### config.mk
export PLATFORM = sky130hd
export DESIGN_NAME = banked_register_file_core
export DESIGN_NICKNAME = d
export VERILOG_FILES = /design/src/rtl/brf_pkg.sv /design/src/rtl/brf_ctrl.sv /design/src/rtl/brf_datapath.sv /design/src/rtl/banked_register_file_core.sv
export SDC_FILE = /design/constraint.sdc
export NUM_CORES = 2
export LEC_CHECK = 0
export CAP_MARGIN = 0
export CORE_ASPECT_RATIO = 2
export CORE_MARGIN = 2
export CORE_UTILIZATION = 60
export CTS_CLUSTER_SIZE = 12
export DETAILED_ROUTE_END_ITERATION = 6
export DONT_BUFFER_PORTS = 1
export GPL_ROUTABILITY_DRIVEN = 0
export PLACE_DENSITY = 0.77
export SLEW_MARGIN = 30
export SYNTH_ARGS = -nofsm -noshare
export SYNTH_HDL_FRONTEND = slang
export SYNTH_SLANG_ARGS = --single-unit
### constraint.sdc
create_clock -name i_clk -period 35.6 [get_ports i_clk]
set_clock_uncertainty 0.1 [all_clocks]
set_input_delay 7.12 -clock i_clk [delete_from_list [all_inputs] [get_ports i_clk]]
set_output_delay 7.12 -clock i_clk [all_outputs]
set_load 0.02 [all_outputs]
### src/rtl/brf_pkg.sv
// ----------------------------------------------------------------------------
// brf_pkg: shared types and constants for the banked register file
// Mode codes, status bit positions, bank lookup functions, the opcode and
// state enums, and the command/status structs between controller and datapath.
// ----------------------------------------------------------------------------
`default_nettype none

package brf_pkg;

    localparam int unsigned WORD_W   = 32;
    localparam int unsigned MODE_W   = 5;
    localparam int unsigned IDX_W    = 4;
    localparam int unsigned NUM_REGS = 16;
    localparam int unsigned BANK_W   = 3;
    localparam int unsigned NUM_BANKS = 6;
    localparam int unsigned NUM_HIGH = 5;   // R8..R12 banked for FIQ
    localparam int unsigned HIGH_BASE = 8;
    localparam int unsigned NUM_SAVED = 5;

    // Processor mode codes
    localparam logic [MODE_W-1:0] MODE_USR = 5'h10;
    localparam logic [MODE_W-1:0] MODE_FIQ = 5'h11;
    localparam logic [MODE_W-1:0] MODE_IRQ = 5'h12;
    localparam logic [MODE_W-1:0] MODE_SVC = 5'h13;
    localparam logic [MODE_W-1:0] MODE_ABT = 5'h17;
    localparam logic [MODE_W-1:0] MODE_UND = 5'h1B;
    localparam logic [MODE_W-1:0] MODE_SYS = 5'h1F;

    // Status word layout
    localparam int unsigned THUMB_BIT = 5;
    localparam int unsigned IRQ_MASK_BIT = 7;
    localparam logic [WORD_W-1:0] STATUS_RESET   = 32'h0000_001F;
    localparam logic [WORD_W-1:0] STATUS_LOW_CLR = 32'h0000_003F;
    localparam logic [WORD_W-1:0] STATUS_IRQ_SET = 32'h0000_0092;

    // Program counter and link offsets as seen in R15, and the IRQ vector
    localparam logic [WORD_W-1:0] PC_OFS_ARM   = 32'd8;
    localparam logic [WORD_W-1:0] PC_OFS_THUMB = 32'd4;
    localparam logic [WORD_W-1:0] LINK_OFS_ARM = 32'd4;
    localparam logic [WORD_W-1:0] IRQ_VECTOR   = 32'hFFFF_0018;

    // Register numbers with a fixed role
    localparam logic [IDX_W-1:0] REG_SP = 4'd13;
    localparam logic [IDX_W-1:0] REG_LR = 4'd14;
    localparam logic [IDX_W-1:0] REG_PC = 4'd15;

    // Saved-status slots
    localparam logic [BANK_W-1:0] SAVED_FIQ  = 3'd0;
    localparam logic [BANK_W-1:0] SAVED_SVC  = 3'd1;
    localparam logic [BANK_W-1:0] SAVED_ABT  = 3'd2;
    localparam logic [BANK_W-1:0] SAVED_IRQ  = 3'd3;
    localparam logic [BANK_W-1:0] SAVED_UND  = 3'd4;
    localparam logic [BANK_W-1:0] SAVED_NONE = 3'd5;

    // SP/LR bank slots
    localparam logic [BANK_W-1:0] BANK_USR = 3'd0;
    localparam logic [BANK_W-1:0] BANK_FIQ = 3'd1;
    localparam logic [BANK_W-1:0] BANK_IRQ = 3'd2;
    localparam logic [BANK_W-1:0] BANK_SVC = 3'd3;
    localparam logic [BANK_W-1:0] BANK_ABT = 3'd4;
    localparam logic [BANK_W-1:0] BANK_UND = 3'd5;

    typedef enum logic [2:0] {
        OP_READ_REG    = 3'd0,
        OP_WRITE_REG   = 3'd1,
        OP_WRITE_STAT  = 3'd2,
        OP_READ_SAVED  = 3'd3,
        OP_WRITE_SAVED = 3'd4,
        OP_IRQ         = 3'd5
    } t_opcode;

    typedef enum logic [2:0] {
        ST_IDLE,
        ST_EXEC,
        ST_SAVE,
        ST_LOAD,
        ST_LINK,
        ST_FINISH
    } t_state;

    typedef struct packed {
        logic latch_in;
        logic exec;
        logic bank_save;
        logic bank_load;
        logic irq_link;
        logic load_out;
    } t_dp_cmd;

    typedef struct packed {
        logic swap_needed;
        logic irq_go;
        logic taken;
    } t_dp_sts;

    // SP/LR bank of a mode; unknown modes share the user bank
    function automatic logic [BANK_W-1:0] bank_of(input logic [MODE_W-1:0] mode);
        logic [BANK_W-1:0] b;
        case (mode)
            MODE_FIQ: b = BANK_FIQ;
            MODE_IRQ: b = BANK_IRQ;
            MODE_SVC: b = BANK_SVC;
            MODE_ABT: b = BANK_ABT;
            MODE_UND: b = BANK_UND;
            default:  b = BANK_USR;
        endcase
        return b;
    endfunction

    // Saved-status slot of a mode, SAVED_NONE where the mode has none
    function automatic logic [BANK_W-1:0] saved_of(input logic [MODE_W-1:0] mode);
        logic [BANK_W-1:0] s;
        case (mode)
            MODE_FIQ: s = SAVED_FIQ;
            MODE_SVC: s = SAVED_SVC;
            MODE_ABT: s = SAVED_ABT;
            MODE_IRQ: s = SAVED_IRQ;
            MODE_UND: s = SAVED_UND;
            default:  s = SAVED_NONE;
        endcase
        return s;
    endfunction

endpackage

`default_nettype wire

### src/rtl/brf_ctrl.sv
// ----------------------------------------------------------------------------
// brf_ctrl: sequencer for the banked register file
// Steps one word through execute, bank save, bank load and IRQ link, and
// owns the handshakes and the output valid flag.
// ----------------------------------------------------------------------------
`default_nettype none

module brf_ctrl
    import brf_pkg::*;
(
    input  wire logic    i_clk,
    input  wire logic    i_rst_n,
    input  wire logic    i_in_valid,
    output logic         o_in_ready,
    output logic         o_out_valid,
    input  wire logic    i_out_ready,
    output logic         o_cfg_ready,
    input  wire t_dp_sts i_sts,
    output t_dp_cmd      o_cmd
);

    t_state r_state;
    t_state n_state;
    logic   r_out_valid;
    logic   n_out_valid;

    // Next state
    always_comb begin
        n_state = r_state;
        case (r_state)
            ST_IDLE: begin
                if (i_in_valid) begin
                    n_state = ST_EXEC;
                end
            end
            ST_EXEC: begin
                if (i_sts.swap_needed) begin
                    n_state = ST_SAVE;
                end else if (i_sts.irq_go) begin
                    n_state = ST_LINK;
                end else begin
                    n_state = ST_FINISH;
                end
            end
            ST_SAVE: n_state = ST_LOAD;
            ST_LOAD: begin
                n_state = i_sts.taken ? ST_LINK : ST_FINISH;
            end
            ST_LINK: n_state = ST_FINISH;
            ST_FINISH: begin
                if (!r_out_valid || i_out_ready) begin
                    n_state = ST_IDLE;
                end
            end
            default: n_state = ST_IDLE;
        endcase
    end

    // Commands and handshakes
    always_comb begin
        o_cmd       = '0;
        o_in_ready  = 1'b0;
        o_cfg_ready = 1'b0;
        case (r_state)
            ST_IDLE: begin
                o_in_ready      = 1'b1;
                o_cfg_ready     = 1'b1;
                o_cmd.latch_in  = i_in_valid;
            end
            ST_EXEC:   o_cmd.exec      = 1'b1;
            ST_SAVE:   o_cmd.bank_save = 1'b1;
            ST_LOAD:   o_cmd.bank_load = 1'b1;
            ST_LINK:   o_cmd.irq_link  = 1'b1;
            ST_FINISH: o_cmd.load_out  = !r_out_valid || i_out_ready;
            default: begin
                o_cmd = '0;
            end
        endcase
    end

    // Output valid: set on load, drop when taken
    always_comb begin
        n_out_valid = r_out_valid;
        if (o_cmd.load_out) begin
            n_out_valid = 1'b1;
        end else if (i_out_ready) begin
            n_out_valid = 1'b0;
        end
    end

    assign o_out_valid = r_out_valid;

    always_ff @(posedge i_clk) begin
        if (!i_rst_n) begin
            r_state     <= ST_IDLE;
            r_out_valid <= 1'b0;
        end else begin
            r_state     <= n_state;
            r_out_valid <= n_out_valid;
        end
    end

endmodule

`default_nettype wire

### src/rtl/brf_datapath.sv
// ----------------------------------------------------------------------------
// brf_datapath: register storage and moves of the banked register file
// Holds the visible registers, status, SP/LR banks, R8-R12 banks and saved
// status, and performs each step as commanded by the controller.
// ----------------------------------------------------------------------------
`default_nettype none

module brf_datapath
    import brf_pkg::*;
(
    input  wire logic              i_clk,
    input  wire logic              i_rst_n,
    input  wire t_dp_cmd           i_cmd,
    output t_dp_sts                o_sts,
    input  wire logic              i_cfg_we,
    input  wire logic [WORD_W-1:0] i_cfg_data,
    input  wire logic [2:0]        i_opcode,
    input  wire logic [IDX_W-1:0]  i_reg_index,
    input  wire logic [WORD_W-1:0] i_write_value,
    output logic [WORD_W-1:0]      o_read_data,
    output logic                   o_irq_taken,
    output logic [WORD_W-1:0]      o_status_word
);

    // Architectural state
    logic [WORD_W-1:0] r_vis    [NUM_REGS];
    logic [WORD_W-1:0] r_bank_sp [NUM_BANKS];
    logic [WORD_W-1:0] r_bank_lr [NUM_BANKS];
    logic [WORD_W-1:0] r_fiq_hi [NUM_HIGH];
    logic [WORD_W-1:0] r_usr_hi [NUM_HIGH];
    logic [WORD_W-1:0] r_saved  [NUM_SAVED];
    logic [WORD_W-1:0] r_status;

    // Word in flight
    logic [2:0]        r_op;
    logic [IDX_W-1:0]  r_idx;
    logic [WORD_W-1:0] r_wval;
    logic [WORD_W-1:0] r_rd;
    logic              r_taken;
    logic [WORD_W-1:0] r_old_status;
    logic [MODE_W-1:0] r_old_mode;

    // Result register
    logic [WORD_W-1:0] r_out_rd;
    logic              r_out_taken;
    logic [WORD_W-1:0] r_out_status;

    logic [MODE_W-1:0] cur_mode;
    logic [MODE_W-1:0] new_mode;
    logic              mode_change;
    logic              usr_sys_pair;
    logic [BANK_W-1:0] saved_sel;
    logic [WORD_W-1:0] rd_next;
    logic [WORD_W-1:0] wr_val;
    logic [BANK_W-1:0] old_bank;
    logic [BANK_W-1:0] new_bank;

    assign cur_mode = r_status[MODE_W-1:0];
    assign saved_sel = saved_of(cur_mode);
    assign old_bank = bank_of(r_old_mode);
    assign new_bank = bank_of(cur_mode);

    // Mode the current op switches to, and whether banks move
    always_comb begin
        o_sts.irq_go = (r_op == OP_IRQ) && !r_status[IRQ_MASK_BIT];
        new_mode     = (r_op == OP_WRITE_STAT) ? r_wval[MODE_W-1:0] : MODE_IRQ;
        mode_change  = (r_op == OP_WRITE_STAT) || o_sts.irq_go;
        usr_sys_pair = ((cur_mode == MODE_USR) && (new_mode == MODE_SYS)) ||
                       ((cur_mode == MODE_SYS) && (new_mode == MODE_USR));
        o_sts.swap_needed = mode_change && (cur_mode != new_mode) && !usr_sys_pair;
        o_sts.taken       = r_taken;
    end

    // Read result of the op
    always_comb begin
        rd_next = '0;
        case (r_op)
            OP_READ_REG: rd_next = r_vis[r_idx];
            OP_READ_SAVED: begin
                if (saved_sel == SAVED_NONE) begin
                    rd_next = r_status;
                end else begin
                    rd_next = r_saved[saved_sel];
                end
            end
            default: rd_next = '0;
        endcase
    end

    // R15 writes carry the pipeline offset
    always_comb begin
        wr_val = r_wval;
        if (r_idx == REG_PC) begin
            wr_val = r_wval + (r_status[THUMB_BIT] ? PC_OFS_THUMB : PC_OFS_ARM);
        end
    end

    always_ff @(posedge i_clk) begin
        if (!i_rst_n) begin
            for (int i = 0; i < NUM_REGS - 1; i++) begin
                r_vis[i] <= '0;
            end
            r_vis[REG_PC] <= PC_OFS_ARM;
            for (int i = 0; i < NUM_BANKS; i++) begin
                r_bank_sp[i] <= '0;
                r_bank_lr[i] <= '0;
            end
            for (int i = 0; i < NUM_HIGH; i++) begin
                r_fiq_hi[i] <= '0;
                r_usr_hi[i] <= '0;
            end
            for (int i = 0; i < NUM_SAVED; i++) begin
                r_saved[i] <= '0;
            end
            r_status <= STATUS_RESET;
            r_taken  <= 1'b0;
        end else begin
            // Boot address write reloads the program counter
            if (i_cfg_we) begin
                r_vis[REG_PC] <= i_cfg_data + PC_OFS_ARM;
            end

            // Capture the incoming word
            if (i_cmd.latch_in) begin
                r_op   <= i_opcode;
                r_idx  <= i_reg_index;
                r_wval <= i_write_value;
            end

            // Execute step of the op
            if (i_cmd.exec) begin
                r_rd       <= rd_next;
                r_taken    <= o_sts.irq_go;
                r_old_mode <= cur_mode;
                case (r_op)
                    OP_WRITE_REG: r_vis[r_idx] <= wr_val;
                    OP_WRITE_STAT: r_status <= r_wval;
                    OP_WRITE_SAVED: begin
                        if (saved_sel != SAVED_NONE) begin
                            r_saved[saved_sel] <= r_wval;
                        end
                    end
                    OP_IRQ: begin
                        if (o_sts.irq_go) begin
                            r_old_status       <= r_status;
                            r_status           <= (r_status & ~STATUS_LOW_CLR) | STATUS_IRQ_SET;
                            r_saved[SAVED_IRQ] <= r_status;
                        end
                    end
                    default: ;
                endcase
            end

            // Bank out the registers of the old mode
            if (i_cmd.bank_save) begin
                if (r_old_mode == MODE_FIQ) begin
                    for (int i = 0; i < NUM_HIGH; i++) begin
                        r_fiq_hi[i]           <= r_vis[HIGH_BASE + i];
                        r_vis[HIGH_BASE + i]  <= r_usr_hi[i];
                    end
                end
                r_bank_sp[old_bank] <= r_vis[REG_SP];
                r_bank_lr[old_bank] <= r_vis[REG_LR];
            end

            // Bank in the registers of the new mode
            if (i_cmd.bank_load) begin
                if (cur_mode == MODE_FIQ) begin
                    for (int i = 0; i < NUM_HIGH; i++) begin
                        r_usr_hi[i]           <= r_vis[HIGH_BASE + i];
                        r_vis[HIGH_BASE + i]  <= r_fiq_hi[i];
                    end
                end
                r_vis[REG_SP] <= r_bank_sp[new_bank];
                r_vis[REG_LR] <= r_bank_lr[new_bank];
            end

            // Set return address and jump to the IRQ vector
            if (i_cmd.irq_link) begin
                r_vis[REG_LR] <= r_vis[REG_PC] -
                                 (r_old_status[THUMB_BIT] ? '0 : LINK_OFS_ARM);
                r_vis[REG_PC] <= IRQ_VECTOR + PC_OFS_ARM;
            end
        end
    end

    // Result register
    always_ff @(posedge i_clk) begin
        if (i_cmd.load_out) begin
            r_out_rd     <= r_rd;
            r_out_taken  <= r_taken;
            r_out_status <= r_status;
        end
    end

    assign o_read_data   = r_out_rd;
    assign o_irq_taken   = r_out_taken;
    assign o_status_word = r_out_status;

endmodule

`default_nettype wire

### src/rtl/banked_register_file_core.sv
// The controller sequences each word one at a time: execute, then bank save
// and bank load on a mode change that swaps banks, then link for a taken IRQ,
// then a finish step that loads the result register and holds while the
// previous result waits. A new word is accepted only in idle, after the last
// word has finished. Reset (synchronous, active low): registers zero,
// R15 = 8, status 0x1F.
// ----------------------------------------------------------------------------
// banked_register_file_core: mode-banked register file
// Reads and writes visible registers, status and saved status, swaps
// SP/LR and R8-R12 banks on mode changes, and takes interrupt requests.
// ----------------------------------------------------------------------------
`default_nettype none

module banked_register_file_core
    import brf_pkg::*;
(
    input  wire logic              i_clk,
    input  wire logic              i_rst_n,
    input  wire logic              i_in_valid,
    output logic                   o_in_ready,
    input  wire logic [2:0]        i_opcode,
    input  wire logic [IDX_W-1:0]  i_reg_index,
    input  wire logic [WORD_W-1:0] i_write_value,
    output logic                   o_out_valid,
    input  wire logic              i_out_ready,
    output logic [WORD_W-1:0]      o_read_data,
    output logic                   o_irq_taken,
    output logic [WORD_W-1:0]      o_status_word,
    input  wire logic              i_cfg_valid,
    output logic                   o_cfg_ready,
    input  wire logic [WORD_W-1:0] i_cfg_entry_address
);

    t_dp_cmd cmd;
    t_dp_sts sts;
    logic    cfg_we;

    assign cfg_we = i_cfg_valid && o_cfg_ready;

    // Sequencer
    brf_ctrl u_ctrl (
        .i_clk       (i_clk),
        .i_rst_n     (i_rst_n),
        .i_in_valid  (i_in_valid),
        .o_in_ready  (o_in_ready),
        .o_out_valid (o_out_valid),
        .i_out_ready (i_out_ready),
        .o_cfg_ready (o_cfg_ready),
        .i_sts       (sts),
        .o_cmd       (cmd)
    );

    // Storage and moves
    brf_datapath u_datapath (
        .i_clk         (i_clk),
        .i_rst_n       (i_rst_n),
        .i_cmd         (cmd),
        .o_sts         (sts),
        .i_cfg_we      (cfg_we),
        .i_cfg_data    (i_cfg_entry_address),
        .i_opcode      (i_opcode),
        .i_reg_index   (i_reg_index),
        .i_write_value (i_write_value),
        .o_read_data   (o_read_data),
        .o_irq_taken   (o_irq_taken),
        .o_status_word (o_status_word)
    );

endmodule

`default_nettype wire

Word-level counts from Yosys, hierarchy flattened --
Memories as Yosys holds them, arrays and structs flattened. A register that Yosys moved wholly into a read port is not among the register bits. Cells that the tools add are included.
Word-level totals: latch bits 0, bits in writable memories 1376, memories kept 6, memory bits (read-only) 0, bits of input ports 76, flip-flop bits (word level) 184, output and inout bits 68, word-level logic and storage cells 207
Operators by class: multipliers 0, $add $sub $neg 3, mux-type cells 100, order comparisons 0, div/mod/pow operators 0, reduce and logical (&&, ||, !) cells 26, shift operators 0, bitwise operators 27, equality and inequality tests 31
Memories:
- u_datapath.r_vis | depth 16, bits a word 32, read ports 9, clocked after Yosys merged registers in 1, wr ports 16, RTL line brf_datapath.sv:26 | logic [WORD_W-1:0] r_vis [NUM_REGS];
- u_datapath.r_bank_lr | depth 6, bits a word 32, read ports 1, clocked after Yosys merged registers in 0, wr ports 6, RTL line brf_datapath.sv:28 | logic [WORD_W-1:0] r_bank_lr [NUM_BANKS];
- u_datapath.r_bank_sp | depth 6, bits a word 32, read ports 1, clocked after Yosys merged registers in 0, wr ports 6, RTL line brf_datapath.sv:27 | logic [WORD_W-1:0] r_bank_sp [NUM_BANKS];
- u_datapath.r_fiq_hi | depth 5, bits a word 32, read ports 5, clocked after Yosys merged registers in 0, wr ports 5, RTL line brf_datapath.sv:29 | logic [WORD_W-1:0] r_fiq_hi [NUM_HIGH];
- u_datapath.r_saved | depth 5, bits a word 32, read ports 1, clocked after Yosys merged registers in 0, wr ports 5, RTL line brf_datapath.sv:31 | logic [WORD_W-1:0] r_saved [NUM_SAVED];
- u_datapath.r_usr_hi | depth 5, bits a word 32, read ports 5, clocked after Yosys merged registers in 0, wr ports 5, RTL line brf_datapath.sv:30 | logic [WORD_W-1:0] r_usr_hi [NUM_HIGH];
Operators with widths (number):
- 32-bit 2-to-1 mux | 32
- 32-bit case mux with 2 select lines | 2
- 32-bit OR reduction | 4
- 5-bit == test, second input constant | 14
- 1-bit 2-to-1 mux | 50
- 3-bit case mux with 5 select lines | 3
- 32-bit adder | 1
- 32-bit by 4-bit adder with 32-bit output, second input constant | 1
- 32-bit subtractor | 1
- 1-bit bitwise OR | 26
- 3-bit 2-to-1 mux | 7
- 3-bit case mux with 6 select lines | 1
- 3-bit == test, second input constant | 5
- 3-bit by 2-bit == test with 1-bit output, second input constant | 4
- 4-bit 2-to-1 mux | 3
- 8-bit 2-to-1 mux | 1
- 3-bit by 1-bit == test with 1-bit output, second input constant | 2
- 1-bit logical AND | 6
- 3-bit zero test | 2
- 2-bit AND reduction | 3
- 3-bit AND reduction | 2
- 5-bit 2-to-1 mux | 1
- 5-bit inequality test | 1
- 4-bit == test, second input constant | 1
- 8 further kinds | 14

Logic depth before layout (Yosys ltp) --
depth after elaboration 10, mapped depth 11

Cells and area by module --
From an unflattened synthesis, not the netlist that was laid out.
Unflattened totals: cell total of the unflattened synthesis 5381, area, all modules 69041.2 sq um
By module, submodules not included:
- brf_datapath | instances 1, area an instance 68755.9 sq um, cells an instance 5345, seq. area each 46324.4 sq um
- brf_ctrl | instances 1, area an instance 279.0 sq um, cells an instance 35, seq. area each 80.1 sq um
- banked_register_file_core | instances 1, area an instance 6.3 sq um, cells an instance 1, seq. area each 0.0 sq um

Least setup slack after synthesis --
Ideal clock, no wire load.
kind input port to flip-flop, start point input i_rst_n, end point memory u_datapath.r_vis[10][0] (enable), cell stages on the path 5, buffers on the path 2, setup slack 19688 ps, data required time 35105 ps, library setup time 395 ps, data arrival time 15417 ps, cells stage by stage clkbuf_1 -> clkbuf_1 -> o21ai_0 -> nor2_1 -> nand2_1
RTL lines:
- start: declaration | RTL line banked_register_file_core.sv:18 | input wire logic i_rst_n,
- end: declaration | RTL line brf_datapath.sv:26

==> impl_metrics.yaml <==
layout:
  layout.nets: 5199
  utilization_pct: 65.96
  synthToLayoutAreaGrowth_pct: 9.063
  drive_gt1_share_pct: 12.66
  fill_cells: 7912
power:
  ir_drop_mv: 0.05276
  p_leak_nw: 26.71
  power_density_mw_per_mm2: 52.77
  total_power_mw: 3.955
yosys:
  yosys_register_bits: 1559
  synthArstFlopShare_pct: 0
  synth_area_mm2: 0.06873
  synth_compound_area_share_pct: 5.427
  synth.distinct_cells: 77
  synthMuxAreaShare_pct: 9.219
  synthXorXnorAreaFrac_pct: 1.094
  ys_seq_area_share_pct: 67.52
  ys_dominant_reg_cell: "edfxtp_1"
  synth-simple-area-share_pct: 13.77
  avgSynthCellArea_um2: 13.10
  synthCells: 5245
  synth_top_family_by_area: "simple AND/OR/NAND/NOR gates"
  yosysWarnings: 0
  synthAdderAreaFrac_pct: 0.1202
  synth-edff-count: 1518
  synth_nets: 5327
setup_path:
  endpoint_kind: "flop"
  crit_arrival_ns: 9.83
  worstPathRequired_ns: 35.89
  cp_max_fo: 162
  critPathKind: "primary input to flop"
  startpoint_type: "primary input"
sta:
  relSlewSlack_pct: 0.04851
  post-route-period-util_pct: 26.79
  finalSetupTns_ns: 0
  fmax_ghz: 0.1048
  finalCriticalPeriod_ns: 9.539
  hold_violations: 0
  rsz0062_at_grt: "no"
  timing.hold.ws_ns: 0.3096
  drv_slew: 0
  worst_pin_slew_ns: 1.499
  finalSetupViolCount: 0
hold_path:
  min_path_type: "flop to flop"
detailed_routing:
  ant_nets: 0
  first_pass_iters: 7
  route.detailed.drc: 2
  via_per_inst: 6.776
  drt_iter0_drc: 5951
  drt_wl_total_um: 203500
  wl_per_cell_um: 30.35
  num_vias: 45420
status:
  violations: "design-rule violations"
  status: "finished, violations left"
clocking:
  htree_levels: 4
  cts_tree: "done"
  clkSinkCount: 1559
  cts_root_buf: "clkbuf_16"
  clk-insertion-delay-late_ns: 0.80
  cts.clk_slew.worst_paths_ns: 0.06
  clockBufferDepth: 3
  cts_resized: 0
  post_cts_buffers: 0
  cts.hold.buffers_added: 0
  cts_buffers: 149
global_routing:
  track_usage_pct: 34.67
  grt_overflow: 0
  first_global_vias: 45740
  antenna_found_initial: 10
  grt_max_degree: 217
  grt_pass1_wl_um: 295000
floorplanning:
  row_count: 175
  die_area_mm2: 0.1174
  die_h_um: 482.6
  fp.dieW_um: 243.3
  start_util_pct: 60.48
  pin_count: 144
  core_mm2: 0.1136
placed_design:
  portBuffers: 0
  hpwl_um: 126600
run:
  maxCapViolCount: 0
[cell type report]
class	instances	area, µm²	area share, %
Sequential cell	1559	46420	61.93
Multi-Input combinational cell	3198	21020	28.04
Clock buffer	206	3963	5.287
Tap cell	1504	1882	2.511
Timing Repair Buffer	123	1023	1.365
Inverter	86	322.8	0.4307
Clock inverter	19	305.3	0.4073
Antenna cell	9	22.52	0.03005
[worst max-delay path, stage by stage]
cell and delay, ns:
inv_2 0.10, nor2_4 0.10, buf_4 0.67, and3_1 0.33, nand3_2 0.08, buf_4 0.23
nand2_4 0.22, buf_4 0.79
[where the power goes]
group	internal, mW	switching [mW]	total [mW]
registers	2.10	0.0657	2.16
clock network	0.790	0.676	1.47
logic	0.107	0.218	0.325
total	2.99	0.961	3.96
[path summary, 6_finish.rpt]
check | from | to | slack, ns | cells past startpoint
setup / recovery | i_rst_n | u_datapath.r_bank_sp[3][22] | 26.06 | 8
hold / removal | u_datapath.r_rd[5] | u_datapath.o_read_data[5] | 0.31 | 0
setup reg to reg | u_datapath.r_status[0] | u_datapath.r_vis[14][12] | 30.99 | 8
hold reg to reg | u_datapath.r_rd[5] | u_datapath.o_read_data[5] | 0.31 | 0
[cells in the final DEF, fill, tap and decap left out, drive strengths merged, types with 14 or more instances in the layout]
master   netlist  routed
a211oi        14      14
a21oi        109     109
a22oi         67      67
a31oi         26      26
and2         329     329
and3          26      26
buf          124     122
clkbuf       278     207
dfxtp         41      41
edfxtp      1518    1518
inv           86      91
mux2         102     102
mux2i        156     156
mux4         161     161
nand2        465     465
nand3        285     285
nand4         18      18
nor2         810     810
nor3          47      47
o2111ai       14      14
o21ai        253     253
o22ai         90      90
xnor2         35      35
xor2          50      50
[logic make-up after synthesis]
kind of cell | after synthesis
AOI/OAI and AO/OA | 627
and+or+nand+nor | 2061
xor gates and xnor gates | 85
adders and majority gates | 6
buffers and inverters | 488
DFF | 1559
muxes | 419
[flip-flops by register name, indices dropped and copies added, names as in the netlist, 3 cells and up, named ones only]
signal and count:
u_datapath.r_bank_sp 192, u_datapath.r_saved 160, u_datapath.r_rd 32, u_datapath.r_status 32
u_datapath.r_wval 32, u_datapath.r_vis 512, u_datapath.o_status_word 32, u_datapath.r_bank_lr 192
u_datapath.r_idx 4, u_datapath.r_usr_hi 160, u_datapath.r_fiq_hi 160, u_datapath.o_read_data 32
u_datapath.r_op 3, u_datapath.r_old_mode 5, u_ctrl.r_state 3
[cells in the mapped netlist (6+ instances only)]
cell	number	share of area, %
buf_1	44	0.24
and4_1	8	0.10
a22oi_1	67	0.73
nor4_1	10	0.091
and2_1	327	3.0
a31oi_1	26	0.24
mux2i_1	156	2.3
nor2_1	809	4.4
xor2_1	50	0.64
o2111ai_1	14	0.18
nor3b_1	7	0.076
and3_1	26	0.24
nand2b_1	6	0.055
o221ai_1	10	0.13
clkbuf_1	277	1.5
nand2_1	464	2.5
buf_4	6	0.066
nor3_1	43	0.31
a221oi_1	8	0.10
nand4_1	17	0.15
nand3_1	285	2.1
nand3b_1	9	0.098
or3_1	8	0.073
o22ai_1	90	0.82
xnor2_1	34	0.43
mux2_2	102	1.7
a211oi_1	14	0.15
inv_1	85	0.46
mux4_2	161	5.3
dfxtp_1	41	1.2
o21ai_0	248	1.8
buf_2	73	0.53
a21oi_1	109	0.79
a32oi_1	10	0.13
edfxtp_1	1518	66
[per-layer routing]
layer  GRT usage [%]  vias to the layer above  share of wire (%)  wire length [µm]
met5               0                        -              0.056               114
met4           28.76                       12                9.8             19850
met3           7.429                      861                 10             21020
met2           56.99                     3170                 49             98680
met1           38.94                    22510                 31             63790
li1                -                    18870                  -                 -
[stage by stage]
| stage | area, µm² | setup slack (ns) | std cells |
|---|---|---|---|
| finish | 74950 | 26.06 | 6704 |
| CTS | 74830 | 26.22 | 6691 |
| global placement | 70470 | 25.45 | 6464 |
| floorplan | 68730 | 19.69 | 5245 |
| detailed placement | 70560 | 25.40 | 6466 |
| global route | 74930 | 26.03 | 6696 |
Power figures use the tool's default switching activity.
